[src/rtl/hsc_pkg.sv]
// Shared types and constants for the half/single converter.
package hsc_pkg;

   typedef enum logic {
      DIR_H2S = 1'b0,
      DIR_S2H = 1'b1
   } dir_type;

   localparam logic [30:0] SGL_INF_BITS     = 31'h7F800000;
   localparam logic [30:0] SGL_HALF_MAX     = 31'h477FE000;
   localparam logic [30:0] SGL_HALF_MINNORM = 31'h38800000;
   localparam logic [14:0] HALF_INF         = 15'h7C00;
   localparam logic [17:0] EXP_REBIAS_HALF  = 18'h1C000;

   typedef enum logic [2:0] {
      CLS_NAN   = 3'd0,
      CLS_INF   = 3'd1,
      CLS_NORM  = 3'd2,
      CLS_SUB   = 3'd3,
      CLS_ZERO  = 3'd4
   } cls_type;

endpackage

[src/rtl/half_single_converter.sv]
// Top level of the binary16/binary32 converter pipeline.
//
// The block converts one bit pattern per item between IEEE binary16 and
// binary32. The req_ channel carries req_type (0 for half to single, 1 for
// single to half) and the operand; the rsp_ channel returns converted.
// Half to single is exact. Single to half truncates the mantissa, saturates
// large finite values to infinity, and keeps NaN as NaN.
// An accepted item is registered in the three stages in turn, and one item
// can be accepted in every cycle while req_ready is high. Each stage holds
// a valid bit; the first stage classifies the operand, the second does the
// leading-one search or subnormal shift, and the third assembles the result.
// When the receiver stalls, a stage advances only into a free stage, so
// items are held in place and none is lost or repeated; req_ready falls
// only when all three stages are full.
// Reset empties the pipeline; no item is pending afterward.
module half_single_converter
   import hsc_pkg::*;
(
   input  logic        clock,
   input  logic        reset,
   input  logic        req_valid,
   output logic        req_ready,
   input  logic        req_type,
   input  logic [31:0] req_operand,
   output logic        rsp_valid,
   input  logic        rsp_ready,
   output logic [31:0] rsp_converted
);

   // Stage 1: classification.
   logic        v1_ff, v1_in;
   dir_type     d1_ff;
   cls_type     c1_ff, c1_in;
   logic [31:0] op1_ff;

   // Stage 2: shift work.
   logic        v2_ff;
   dir_type     d2_ff;
   cls_type     c2_ff;
   logic [31:0] op2_ff;
   logic [3:0]  p2_ff, p2_in;
   logic [9:0]  sub2_ff, sub2_in;

   // Stage 3: output register.
   logic        v3_ff;
   logic [31:0] res3_ff, res3_in;

   logic adv3, adv2, adv1;

   assign adv3 = !v3_ff || rsp_ready;
   assign adv2 = !v2_ff || adv3;
   assign adv1 = !v1_ff || adv2;
   assign req_ready = adv1;

   assign rsp_valid     = v3_ff;
   assign rsp_converted = res3_ff;

   always_comb begin
      logic [30:0] a;
      logic [4:0]  he;
      logic [9:0]  hm;
      a  = req_operand[30:0];
      he = req_operand[14:10];
      hm = req_operand[9:0];
      if (dir_type'(req_type) == DIR_H2S) begin
         if (he == 5'd31)      c1_in = CLS_NAN;
         else if (he != 5'd0)  c1_in = CLS_NORM;
         else if (hm != 10'd0) c1_in = CLS_SUB;
         else                  c1_in = CLS_ZERO;
      end else begin
         if (a > SGL_INF_BITS)            c1_in = CLS_NAN;
         else if (a > SGL_HALF_MAX)       c1_in = CLS_INF;
         else if (a >= SGL_HALF_MINNORM)  c1_in = CLS_NORM;
         else if (a[30:23] != 8'd0)       c1_in = CLS_SUB;
         else                             c1_in = CLS_ZERO;
      end
      v1_in = req_valid;
   end

   always_comb begin
      logic [7:0]  sh;
      logic [23:0] mant;
      logic [23:0] shifted;
      p2_in = 4'd0;
      for (int i = 0; i < 10; i++) begin
         if (op1_ff[i]) p2_in = 4'(i);
      end
      sh      = 8'd126 - op1_ff[30:23];
      mant    = {1'b1, op1_ff[22:0]};
      shifted = (sh >= 8'd24) ? 24'd0 : (mant >> sh[4:0]);
      sub2_in = shifted[9:0];
   end

   always_comb begin
      logic [31:0] r;
      logic [9:0]  nm;
      logic [17:0] hn;
      logic [9:0]  mnorm;
      r     = 32'd0;
      nm    = op2_ff[22:13];
      hn    = op2_ff[30:13] - EXP_REBIAS_HALF;
      mnorm = 10'(op2_ff[9:0] << (4'd10 - p2_ff));
      if (d2_ff == DIR_H2S) begin
         unique case (c2_ff)
            CLS_NAN:  r = {1'b0, SGL_INF_BITS} | {9'd0, op2_ff[9:0], 13'd0};
            CLS_NORM: r = {1'b0, 8'(op2_ff[14:10]) + 8'd112, op2_ff[9:0], 13'd0};
            CLS_SUB:  r = {1'b0, 8'(p2_ff) + 8'd103, mnorm, 13'd0};
            default:  r = 32'd0;
         endcase
         r[31] = op2_ff[15];
      end else begin
         unique case (c2_ff)
            CLS_NAN:  r = {17'd0, HALF_INF | {5'd0, (nm == 10'd0) ? 10'd1 : nm}};
            CLS_INF:  r = {17'd0, HALF_INF};
            CLS_NORM: r = {17'd0, hn[14:0]};
            CLS_SUB:  r = {22'd0, sub2_ff};
            default:  r = 32'd0;
         endcase
         r[15] = op2_ff[31];
      end
      res3_in = r;
   end

   always_ff @(posedge clock) begin
      if (reset) begin
         v1_ff <= 1'b0;
         v2_ff <= 1'b0;
         v3_ff <= 1'b0;
      end else begin
         if (adv1) v1_ff <= v1_in;
         if (adv2) v2_ff <= v1_ff;
         if (adv3) v3_ff <= v2_ff;
      end
      if (adv1) begin
         d1_ff  <= dir_type'(req_type);
         c1_ff  <= c1_in;
         op1_ff <= req_operand;
      end
      if (adv2) begin
         d2_ff   <= d1_ff;
         c2_ff   <= c1_ff;
         op2_ff  <= op1_ff;
         p2_ff   <= p2_in;
         sub2_ff <= sub2_in;
      end
      if (adv3) res3_ff <= res3_in;
   end

   a_hold: assert property (@(posedge clock) disable iff (reset)
      rsp_valid && !rsp_ready |=> rsp_valid && $stable(rsp_converted))
      else $error("result changed while stalled");
   a_half_upper: assert property (@(posedge clock) disable iff (reset)
      v2_ff && adv3 && d2_ff == DIR_S2H |=> rsp_converted[31:16] == 16'd0)
      else $error("half result has upper bits set");
   a_flow: assert property (@(posedge clock) disable iff (reset)
      v2_ff && !v3_ff |=> v3_ff)
      else $error("stage two did not advance into a free output");
   a_ready: assert property (@(posedge clock) disable iff (reset)
      !req_ready |-> v1_ff && v2_ff && v3_ff)
      else $error("input stalled with a free stage");

endmodule
[config.mk]
export PLATFORM = sky130hd
export DESIGN_NAME = half_single_converter
export DESIGN_NICKNAME = d
export VERILOG_FILES = /design/src/rtl/hsc_pkg.sv /design/src/rtl/half_single_converter.sv
export SDC_FILE = /design/constraint.sdc
export NUM_CORES = 1
export LEC_CHECK = 0
export BUFFER_PORTS_ARGS = -buffer_cell sky130_fd_sc_hd__buf_2
export CAP_MARGIN = 20
export CORE_ASPECT_RATIO = 0.5
export CORE_MARGIN = 4
export CORE_UTILIZATION = 50
export CTS_BUF_LIST = sky130_fd_sc_hd__clkbuf_4 sky130_fd_sc_hd__clkbuf_8
export DETAILED_ROUTE_END_ITERATION = 10
export PLACE_DENSITY_LB_ADDON = 0.12
export SYNTH_ARGS = -nofsm -noshare
export SYNTH_HDL_FRONTEND = slang
export SYNTH_SLANG_ARGS = --single-unit
[constraint.sdc]
create_clock -name clock -period 2.6 [get_ports clock]
set_input_delay 0.52 -clock clock [delete_from_list [all_inputs] [get_ports clock]]
set_output_delay 0.52 -clock clock [all_outputs]
set_load 0.1 [all_outputs]
; ---- Word-level counts from Yosys, hierarchy flattened
; Cells that the tools add are included.
[totals]
reg_bits = 121
word_cells = 60
[op_classes]
reduce_logical = 12
n_mux = 20
shift = 2
order_cmp = 4
n_addsub = 5
eq_ne = 4
[ops]
columns = cell, n
row1 = case mux 31 bit (3 select lines), 1
row2 = "> comparator 31 bit, second input constant", 2
row3 = case mux 15 bit (4 select lines), 1
row4 = 2-to-1 mux 32 bit, 1
row5 = ">= comparator 31 x 30 -> 1 bit, second input constant", 1
row6 = 2-to-1 mux 3 bit, 8
row7 = 2-to-1 mux 4 bit, 6
row8 = >> shifter 24 x 5 -> 10 bit, 1
row9 = "subtractor 15 bit, second input constant", 1
row10 = logical NOT 10 bit, 1
row11 = 2-to-1 mux 10 bit, 1
row12 = nonzero test 10 bit, 1
row13 = left shift 10 x 4 -> 10 bit, 1
row14 = "adder 4 x 7 -> 8 bit, second input constant", 1
row15 = "adder 5 x 7 -> 8 bit, second input constant", 1
row16 = ">= comparator 8 x 5 -> 1 bit, second input constant", 1
row17 = nonzero test 8 bit, 1
row18 = "subtractor 7 x 8 -> 8 bit, first input constant", 1
row19 = "== test 3 x 2 -> 1 bit, second input constant", 2
row20 = "== test 5 bit, second input constant", 1
row21 = nonzero test 5 bit, 1
row22 = "subtractor 4 bit, first input constant", 1
row23 = "== test 3 x 1 -> 1 bit, second input constant", 1
row24 = logical NOT 1 bit, 3
row25 = other kinds (4), 7

; ---- Depth between registers and ports, before layout
; Gate-level depths: netlist of run 1.
[depth]
word_depth = 8
depth_mapped = 13
ltp_nobuf = 7

; ---- Least setup slack after synthesis of run 1
; No wires, ideal clock.
[synth_path]
kind = reg-to-reg
from = reg v3_ff (netlist: rsp_valid)
to = reg c1_ff[0] (enable)
t_arrival_ps = 2514
path_slack_ps = -630
path_buffers = 0
path_stages_with_launch = 4
t_required_ps = 1884
cell_sequence = dfxtp_1 nor2b_1 and2_1 nand2_1
[synth_between]
elab_chain_len = 4
[synth_lines]
columns = item, line_no
row1 = start: declaration, half_single_converter.sv:45  ; logic v3_ff;
row2 = start signal: assignment, half_single_converter.sv:132  ; if (adv3) v3_ff <= v2_ff;
row3 = logical NOT 1 bit, half_single_converter.sv:50  ; assign adv3 = !v3_ff || rsp_ready;
row4 = logical OR 1 bit, half_single_converter.sv:50
row5 = logical OR 1 bit, half_single_converter.sv:51  ; assign adv2 = !v2_ff || adv3;
row6 = logical OR 1 bit, half_single_converter.sv:52  ; assign adv1 = !v1_ff || adv2;
row7 = net req_ready, half_single_converter.sv:22  ; output logic req_ready,
row8 = end signal: assignment, half_single_converter.sv:136  ; c1_ff <= c1_in;
row9 = end: declaration, half_single_converter.sv:33  ; cls_type c1_ff, c1_in;
; The timed path passes the listed nets, and every way through them passes these cells.
; A chain may end at the register's enable or synchronous reset.

; ---- Final worst setup path of run 1
[layout_path]
from = reg op1_ff[24]
to = reg sub2_ff[0], data pin
[layout_between]
elab_chain_len = 2
[layout_lines]
columns = item, line_no
row1 = start: declaration, half_single_converter.sv:34  ; logic [31:0] op1_ff;
row2 = start signal: assignment, half_single_converter.sv:137  ; op1_ff <= req_operand;
row3 = subtractor 7 x 8 -> 8 bit *, half_single_converter.sv:88  ; sh = 8'd126 - op1_ff[30:23];
row4 = >= comparator 8 x 5 -> 1 bit / >> shifter 24 x 5 -> 10 bit (equally long branches), half_single_converter.sv:90  ; shifted = (sh >= 8'd24) ? 24'd0 : (mant >> sh[4:0]);
row5 = end signal: assignment, half_single_converter.sv:144  ; sub2_ff <= sub2_in;
row6 = end: declaration, half_single_converter.sv:42  ; logic [9:0] sub2_ff, sub2_in;
; Every way passes the cells marked *; elsewhere a longest branch is shown, timed or not.

==> out/qor.csv, run 1 <==
stage;metric;value;unit
clock_tree;htree_levels;4;
worst_hold_path;min_path_cells;2;
timing;clock_skew;12.1;ps
grt;busiest_layer;met1;
status;outcome;finished clean;
synth;yosys.area.top_type;edfxtp_1;
clock_tree;cts-resized-gates;0;
placed_design;hpwl;10.1;mm
critical_path;cp_cell_sequence;ha_1 > buf_12 > mux2i_1 > mux2i_1 > a211o_1 > a21oi_1;
power;leakagePower;2.81;nW
floorplan;fp-row-count;27;
detailed_routing;dr.pass1.iters;5;
critical_path;reg2reg_depth;6;
detailed_routing;remaining_drc_errors;0;
power;p_per_area;713;nW/um^2
finish;final_design_area_no_fill;6920;sq um
power;peakVddDrop;307;uV
critical_path;critPathMaxStageDelay;480;ps
synth;synthCells;453;
critical_path;start_kind;flip-flop;
synth;synth_fa_ha_area_frac;0.00845;
placed_design;gp_congestion;0.901;
floorplan;die_height;85.0;um
grt;grt_max_degree;48;
critical_path;slowest_stage;edfxtp_1;
synth;synth_seq_cells;117;
timing;period_minus_slack;2340;ps
clock_tree;cts_setup_buffers;0;
synth;synth_cell_type_count;59;
detailed_routing;wl_per_cell;19.1;um
timing;hold_violations;0;
synth;synth_common_cells;edfxtp_1, nor2_1, nand2_1;
critical_path;crit_path_frequent_cell;mux2i_1;
synth;ys_warn_count;0;
power;p_seq_frac;0.465;
grt;grt_use_total;0.207;
critical_path;critPathMaxFanout;21;
synth;synth_most_common_cell;edfxtp_1;
synth;synth_nets;494;
synth;syn-cell-area;5930;sq um
clock_tree;clock_latency;430;ps
finish;final_nets;580;
grt;antenna_found_initial;0;
detailed_routing;via_count;4061;
critical_path;worstSetupStartpoint;op1_ff[24]$_DFFE_PP_;
power;switching_share;0.298;
floorplan;die_area;13800;sq um
critical_path;worst-setup-path-type;reg -> reg;
floorplan;io_pins;71;
grt;gr-usage-met3;0.0616;
critical_path;worstReg2RegStart;op1_ff[24]$_DFFE_PP_;
synth;synth-compound-area-share;0.0999;
timing;period_share;0.899;
grt;grt_pass1_wl;21.7;mm
synth;synth_top_cell_area_share;0.578;
synth;ys_top_cells_by_area;edfxtp_1, mux2i_1, mux4_2;
critical_path;worstSetupPathDepth;6;
floorplan;coreArea;11300;sq um
synth;yosysSeqAreaShare;0.588;
power;power.switching;1.47;mW
power;pwr-share-clk;0.337;
synth;synth_top_family_by_area;multiplexers;
synth;synth.avg_cell_area;13.1;sq um
power;finalPower;4.93;mW
grt;grt_util_met1;0.313;
grt;gr-total-overflow;0;
synth;synth-simple-area-share;0.111;
detailed_routing;viasPerCell;5.72;
finish;drive_above_1_share;0.285;
clock_tree;clockBufferDepth;2;
timing;rsz0062_at_grt;no;
critical_path;endpoint;sub2_ff[0]$_SDFFCE_PP0P_;
critical_path;cp.arrival;2580;ps
timing;setup_violations;0;
critical_path;crit_buf_inv;1;
clock_tree;cts_buffers;17;
grt;gr-usage-met2;0.285;
clock_tree;cts_sinks;117;
synth;postSynth.asyncResetShare;0;
critical_path;regToRegEndpoint;sub2_ff[0]$_SDFFCE_PP0P_;
detailed_routing;drt-total-wl;13.6;mm
synth;ys.flop_type;edfxtp_1;
floorplan;start_util;0.525;
synth;synth_edf_count;114;
power;pwr-share-comb;0.198;
synth;post_synth_xor_area_fraction;0.0186;
finish;syn2layout_area_growth;16.7;%
grt;grt_pass1_vias;3939;
clock_tree;cts_root_buffer;clkbuf_8;
timing;finalSetupTns;0;ps
timing;drv_slew;0;
timing;fmax;0.428;GHz
placed_design;port_buffers;70;
floorplan;die-width;162;um
flow_run;drv_cap;0;
critical_path;cp.required;2840;ps
worst_hold_path;hold_path_class;in -> reg;
critical_path;path_delay_family;compound AO/OA/AOI/OAI gates;
critical_path;worstSetupEndpointType;flip-flop;
finish;n_antenna_cell;0;
placed_design;post_dp_cell_area;6520;sq um
timing;worst_slew_pin_slew;671;ps
synth;synthMuxAreaShare;0.139;
timing;slew-limit-headroom;0.551;
detailed_routing;dr.first_iter.drc_count;272;
clock_tree;clk_pin_slew_worst_paths;70;ps
power;power.internal;3.46;mW
critical_path;rrSetupSlack;260;ps
detailed_routing;ant_nets;0;
clock_tree;cts_tree;done;
clock_tree;cts_hold_buffers;0;
## sequential cells by signal, indices dropped and copies added (netlist names), 3 cells and up
signal and cells:
rsp_converted 31, sub2_ff 10, p2_ff 4, c1_ff 3, op2_ff 29, op1_ff 32, c2_ff 3
## routing by layer
| metal | routed length (um) | up-vias |
|---|---|---|
| met5 | 0 | - |
| met2 | 5490 | 165 |
| li1 | - | 1926 |
| met4 | 195 | 0 |
| met1 | 6750 | 1955 |
| met3 | 1120 | 15 |
## logic make-up (layout without fill, tap and decap cells)
family	after synthesis	after routing
xor gates and xnor gates	10	10
DFF	117	117
and+or+nand+nor	137	137
muxes	57	57
AOI/OAI and AO/OA	87	87
adders and majority gates	4	4
buffers and inverters	41	139
## worst reg2reg max path, delay by kind of cell, from the launching register on
| kind | cells | cell delay (ps) |
|---|---|---|
| AO/OA/AOI/OAI | 2 | 500 |
| adder cells (fa/ha/maj) | 1 | 480 |
| buffers and inverters | 1 | 210 |
| flip-flops | 1 | 480 |
| multiplexers | 2 | 480 |
## cell type report
type,instances,area [sq um]
Clock buffer,20,256
Clock inverter,11,135
Fill cell,917,4370
Inverter,18,67.6
Multi-Input combinational cell,295,2240
Sequential cell,117,3480
Tap cell,159,199
Timing Repair Buffer,90,538
## stage by stage
step | std cells | util | hold WS, ps | setup WS [ps]
after detailed placement | 679 | 0.578 | 420 | 294
after global placement | 679 | 0.578 | 402 | 353
after global routing | 710 | 0.613 | 251 | 122
after CTS | 710 | 0.613 | 253 | 273
after floorplan | 453 | - | 400 | 5.22
final | 710 | 0.613 | 282 | 264
## power by group through the flow
stage | clock network (mW) | registers [mW] | logic (mW)
after floorplan | 0 | 2.64 | 0.436
after global placement | 0 | 2.33 | 0.968
after detailed placement | 0 | 2.33 | 0.973
after CTS | 1.69 | 2.29 | 0.975
after global routing | 1.78 | 2.30 | 1.04
final | 1.66 | 2.29 | 0.976
## worst min-delay path by stage
stage                         startpoint                endpoint
finish                             reset  rsp_valid$_SDFFE_PP0P_
global route              req_operand[4]     op1_ff[4]$_DFFE_PP_
CTS                      req_operand[31]    op1_ff[31]$_DFFE_PP_
detailed placement  op1_ff[31]$_DFFE_PP_    op2_ff[31]$_DFFE_PP_
global placement    op1_ff[31]$_DFFE_PP_    op2_ff[31]$_DFFE_PP_
floorplan             c1_ff[0]$_DFFE_PP_      c2_ff[0]$_DFFE_PP_
## cell usage in the layout, fill, tap and decap left out, types with 3 or more instances in the layout
cell type / netlist / layout
mux2_2: 14 / 14
a211o_1: 4 / 4
ha_1: 4 / 4
nand3_1: 10 / 10
nor4_1: 7 / 7
a22oi_1: 14 / 14
and2_1: 3 / 3
inv_1: 17 / 16
nor2_1: 48 / 48
buf_12: 0 / 3
xnor2_1: 3 / 3
buf_4: 4 / 17
nor2b_1: 4 / 4
nand2b_1: 3 / 3
bufinv_16: 0 / 3
mux4_2: 11 / 11
and3_1: 4 / 4
clkbuf_8: 0 / 17
clkinvlp_4: 0 / 3
dfxtp_1: 3 / 3
clkinv_2: 0 / 3
mux2i_1: 26 / 26
o21ai_0: 12 / 12
nor3_1: 10 / 10
a221oi_1: 3 / 3
a31oi_1: 3 / 3
nand2_1: 33 / 32
clkinv_1: 1 / 4
a21oi_1: 24 / 24
xor2_1: 4 / 4
mux4_1: 6 / 6
buf_2: 8 / 70
o22ai_1: 3 / 3
a32oi_1: 6 / 6
o31ai_1: 3 / 3
clkbuf_4: 0 / 3
edfxtp_1: 114 / 114
Power figures use the tool's default switching activity.
==> inputs of run 2 (changes only) <==
- CTS_BUF_LIST: sky130_fd_sc_hd__clkbuf_4 sky130_fd_sc_hd__clkbuf_8 -> sky130_fd_sc_hd__clkbuf_2
==> run 2 against run 1 <==
Hold slack lost 200 ps. Critical path depth shrank 2. Non-clock buffer count grew 7. Via count shrank 0.71%. Die area is the same. Routed wire length is essentially flat. Clock skew grew 20 ps. Critical endpoint is now req_ready. Global-route usage shrank 0.18 points. Clock-buffer cell count is the same.
==> out/qor.csv, run 2 (synthesis results as in run 1) <==
stage;metric;value;unit
power;power.switching;1.42;mW
detailed_routing;via_count;4032;
power;switching_share;0.320;
finish;largest_reg_flops;32;
placed_design;port_buffers;70;
floorplan;die-width;162;um
power;leakagePower;2.78;nW
grt;grt_max_degree;48;
grt;gr-total-overflow;0;
finish;syn2layout_area_growth;15.2;%
clock_tree;cts_sinks;117;
power;pwr-share-comb;0.221;
clock_tree;clk_pin_slew_worst_paths;180;ps
finish;drive_above_1_share;0.281;
critical_path;worstSetupEndpointType;output port;
finish;top_register;op1_ff;
timing;period_share;0.917;
power;pwr-share-clk;0.266;
timing;slew-limit-headroom;0.575;
placed_design;dp.cells;679;
placed_design;post_dp_cell_area;6520;sq um
floorplan;io_pins;71;
clock_tree;cts-resized-gates;0;
clock_tree;cts_setup_buffers;0;
finish;final_nets;587;
timing;rsz0062_at_grt;no;
timing;finalSetupTns;0;ps
critical_path;slowest_stage;buf_2;
finish;n_antenna_cell;0;
critical_path;crit_buf_inv;1;
critical_path;critPathMaxStageDelay;430;ps
detailed_routing;dr.pass1.iters;5;
power;power.internal;3.03;mW
finish;final_design_area_no_fill;6830;sq um
finish;layout_commonest_cell;edfxtp_1;
worst_hold_path;hold_path_class;in -> reg;
timing;drv_slew;0;
grt;grt_pass1_wl;21.6;mm
timing;period_minus_slack;2380;ps
timing;worst_slew_pin_slew;635;ps
finish;stdcell_count;717;
detailed_routing;remaining_drc_errors;0;
power;p_per_area;652;nW/um^2
clock_tree;clockBufferDepth;2;
critical_path;start_kind;flip-flop;
timing;hold_violations;0;
floorplan;fp-row-count;27;
detailed_routing;viasPerCell;5.62;
clock_tree;cts_hold_buffers;7;
critical_path;path_delay_family;simple AND/OR/NAND/NOR gates;
timing;setup_violations;0;
critical_path;critPathMaxFanout;4;
clock_tree;htree_levels;4;
clock_tree;clock_latency;640;ps
power;finalPower;4.46;mW
detailed_routing;dr.first_iter.drc_count;253;
critical_path;cp_cell_sequence;nor2b_1 > and2_1 > nand2_2 > buf_2;
grt;grt_use_total;0.205;
clock_tree;cts_tree;done;
timing;hold_slack;82.5;ps
placed_design;hpwl;10.1;mm
floorplan;start_util;0.525;
finish;mostFrequentLayoutCells;edfxtp_1, buf_2, nor2_1;
power;p_seq_frac;0.513;
clock_tree;cts_root_buffer;clkbuf_2;
detailed_routing;drt-total-wl;13.6;mm
critical_path;worst-setup-path-type;reg -> out;
critical_path;cp.required;2080;ps
grt;antenna_found_initial;0;
flow_run;drv_cap;0;
grt;grt_pass1_vias;3917;
placed_design;gp_congestion;0.901;
floorplan;die_area;13800;sq um
detailed_routing;wl_per_cell;18.9;um
clock_tree;cts_buffers;17;
floorplan;die_height;85.0;um
timing;fmax;0.419;GHz
floorplan;coreArea;11300;sq um
power;peakVddDrop;281;uV
timing;clock_skew;32.3;ps
critical_path;cp.arrival;1860;ps
status;outcome;finished clean;
detailed_routing;ant_nets;0;
[run 2: cell types whose count changed in the layout (fill, tap and decap cells not counted), sizes merged]
cell	previous run	this run
dlygate4sd3	0	7
[run 2: final cells by class]
class	count	area [sq um]
sequential	117	3480
tap	159	199
fill	927	4450
clock inverter	11	135
timing repair buffer	97	608
inverter	18	67.6
multi-input combinational	295	2240
clock buffer	20	100
[run 2: stage by stage]
stage / utilization / setup WS [ps]
global route: 0.605 / 70.0
floorplan: - / 5.22
finish: 0.605 / 215
CTS: 0.605 / 110
detailed placement: 0.578 / 294
global placement: 0.578 / 353
[run 2: routing by layer]
layer	part of all wire	GRT usage	vias up
li1	-	-	1949
met1	0.50	0.314	1906
met2	0.41	0.288	162
met3	0.074	0.0529	15
met4	0.013	0.0637	0
met5	0	0	-
[run 2: worst paths after layout]
kind                                            endpoint  cells after the start  slack (ps)              startpoint
worst max-delay path                           req_ready                      4         220  rsp_valid$_SDFFE_PP0P_
worst min register to register      op2_ff[31]$_DFFE_PP_                      0         460    op1_ff[31]$_DFFE_PP_
worst min-delay path                 op1_ff[7]$_DFFE_PP_                      1          80          req_operand[7]
worst max register to register  sub2_ff[0]$_SDFFCE_PP0P_                      6         260    op1_ff[24]$_DFFE_PP_
[run 2: power by group through the flow]
stage / clock network [mW] / registers, mW / logic (mW)
final: 1.19 / 2.29 / 0.983
after global routing: 1.30 / 2.30 / 1.05
after CTS: 1.22 / 2.29 / 0.982
after detailed placement: 0 / 2.33 / 0.973
after global placement: 0 / 2.33 / 0.968
after floorplan: 0 / 2.64 / 0.436
==> inputs of run 3 (changes only) <==
- clock period: 2.6 -> 2.8 ns (I/O delays scaled with it)
==> run 3 against run 2 <==
Total power is 5.9% lower. Sequential power shrank 7%. Routed wire length increased by 0.22%. Via count up 2.0%. Sequential share of layout area is 0.65 points lower. Non-clock buffer count is 11 higher. Critical path type unchanged. Highest routed layer unchanged.
==> out/qor.csv, run 3 (synthesis results as in run 1) <==
stage;metric;value;unit
timing;worst_slew_pin_slew;594;ps
placed_design;port_buffers;70;
floorplan;die_height;85.0;um
timing;period_minus_slack;2470;ps
detailed_routing;dr.pass1.iters;5;
detailed_routing;via_count;4111;
critical_path;worstSetupEndpointType;output port;
grt;grt_util_met1;0.320;
power;pwr-share-clk;0.274;
timing;clock_skew;30.2;ps
finish;layout_commonest_cell;edfxtp_1;
grt;antenna_found_initial;0;
finish;mostFrequentLayoutCells;edfxtp_1, buf_2, nor2_1;
floorplan;start_util;0.525;
grt;grt_pass1_vias;3746;
floorplan;die-width;162;um
clock_tree;htree_levels;4;
worst_hold_path;hold_path_class;in -> reg;
timing;drv_slew;0;
power;pwr-share-comb;0.219;
floorplan;fp-row-count;27;
placed_design;hpwl;9.91;mm
grt;grt_pass1_wl;20.9;mm
critical_path;cp.arrival;1910;ps
timing;hold_slack;109;ps
detailed_routing;drt-total-wl;13.6;mm
critical_path;cp.required;2240;ps
grt;gr-usage-met2;0.263;
status;outcome;finished clean;
grt;gr-total-overflow;0;
timing;fmax;0.406;GHz
clock_tree;cts_buffers;17;
power;leakagePower;2.81;nW
power;power.internal;2.83;mW
grt;gr-usage-met3;0.0543;
finish;postLayoutCoreUtil;0.613;
finish;n_antenna_cell;0;
timing;finalSetupTns;0;ps
flow_run;drv_cap;0;
clock_tree;cts-resized-gates;0;
timing;hold_violations;0;
power;power.switching;1.37;mW
detailed_routing;ant_nets;0;
timing;period_share;0.880;
power;p_per_area;606;nW/um^2
finish;final_nets;598;
finish;fillCellCount;943;
clock_tree;clockBufferDepth;2;
power;p_seq_frac;0.507;
clock_tree;cts_root_buffer;clkbuf_2;
floorplan;io_pins;71;
finish;largest_reg_flops;32;
detailed_routing;wl_per_cell;18.6;um
finish;drive_above_1_share;0.277;
clock_tree;cts_tree;done;
detailed_routing;viasPerCell;5.64;
critical_path;critPathMaxFanout;4;
critical_path;start_kind;flip-flop;
floorplan;coreArea;11300;sq um
floorplan;die_area;13800;sq um
grt;busiest_layer;met1;
power;switching_share;0.326;
clock_tree;cts_sinks;117;
grt;grt_use_total;0.200;
timing;setup_violations;0;
finish;top_register;op1_ff;
finish;syn2layout_area_growth;16.7;%
clock_tree;clock_latency;660;ps
placed_design;gp_congestion;0.952;
detailed_routing;remaining_drc_errors;0;
power;peakVddDrop;256;uV
clock_tree;clk_pin_slew_worst_paths;180;ps
timing;rsz0062_at_grt;no;
detailed_routing;dr.first_iter.drc_count;309;
grt;grt_max_degree;48;
critical_path;worst-setup-path-type;reg -> out;
timing;slew-limit-headroom;0.604;
-- run 3: per-layer routing --
metal / share of wire / up-vias
met1: 0.50 / 1949
met5: 0 / -
li1: - / 1971
met3: 0.081 / 15
met4: 0.014 / 0
met2: 0.40 / 176
-- run 3: area by class of cell --
type	instances	area (sq um)	share of cell area
clock inverter	13	155	0.0224
timing repair buffer	108	681	0.0984
tap	159	199	0.0288
sequential	117	3480	0.504
inverter	18	67.6	0.00977
multi-input combinational	295	2240	0.323
clock buffer	19	95.1	0.0137
-- run 3: critical path, stage by stage, from the launching register on --
cell	delay, ps
dfxtp_1	340
nor2b_1	140
and2_1	210
nand2_2	120
buf_2	440
-- run 3: path summary, 6_finish.rpt --
check                                       startpoint                  endpoint  slack [ps]  depth (start not counted)
worst min-delay path                   req_operand[11]      op1_ff[11]$_DFFE_PP_         110                          1
worst max-delay path            rsp_valid$_SDFFE_PP0P_                 req_ready         330                          4
worst max register to register    op1_ff[24]$_DFFE_PP_  sub2_ff[2]$_SDFFCE_PP0P_         430                          6
worst min register to register    op1_ff[31]$_DFFE_PP_      op2_ff[31]$_DFFE_PP_         440                          0
-- run 3: timing repair --
item	CTS	global route
endpoints found under the hold margin	0	19
hold buffers	0	18
buffers inserted	0	0
endpoints found under the setup margin	0	0
-- run 3: metrics by stage --
step           worst slack (ps)  area (sq um)  power [mW]  instances
6_report                    335          6920        4.19        729
5_1_grt                     169          6920        4.39        729
4_1_cts                     271          6740        4.19        711
3_5_place_dp                437          6490        3.06        679
3_3_place_gp                495          6490        3.06        679
2_1_floorplan               197          5930        2.85        453
-- run 3: power by group through the flow --
stage | Clock, mW | Combinational (mW) | Sequential (mW)
4_1_cts | 1.17 | 0.897 | 2.12
3_3_place_gp | 0 | 0.895 | 2.16
5_1_grt | 1.27 | 0.978 | 2.14
2_1_floorplan | 0 | 0.405 | 2.45
3_5_place_dp | 0 | 0.894 | 2.16
6_report | 1.15 | 0.918 | 2.13
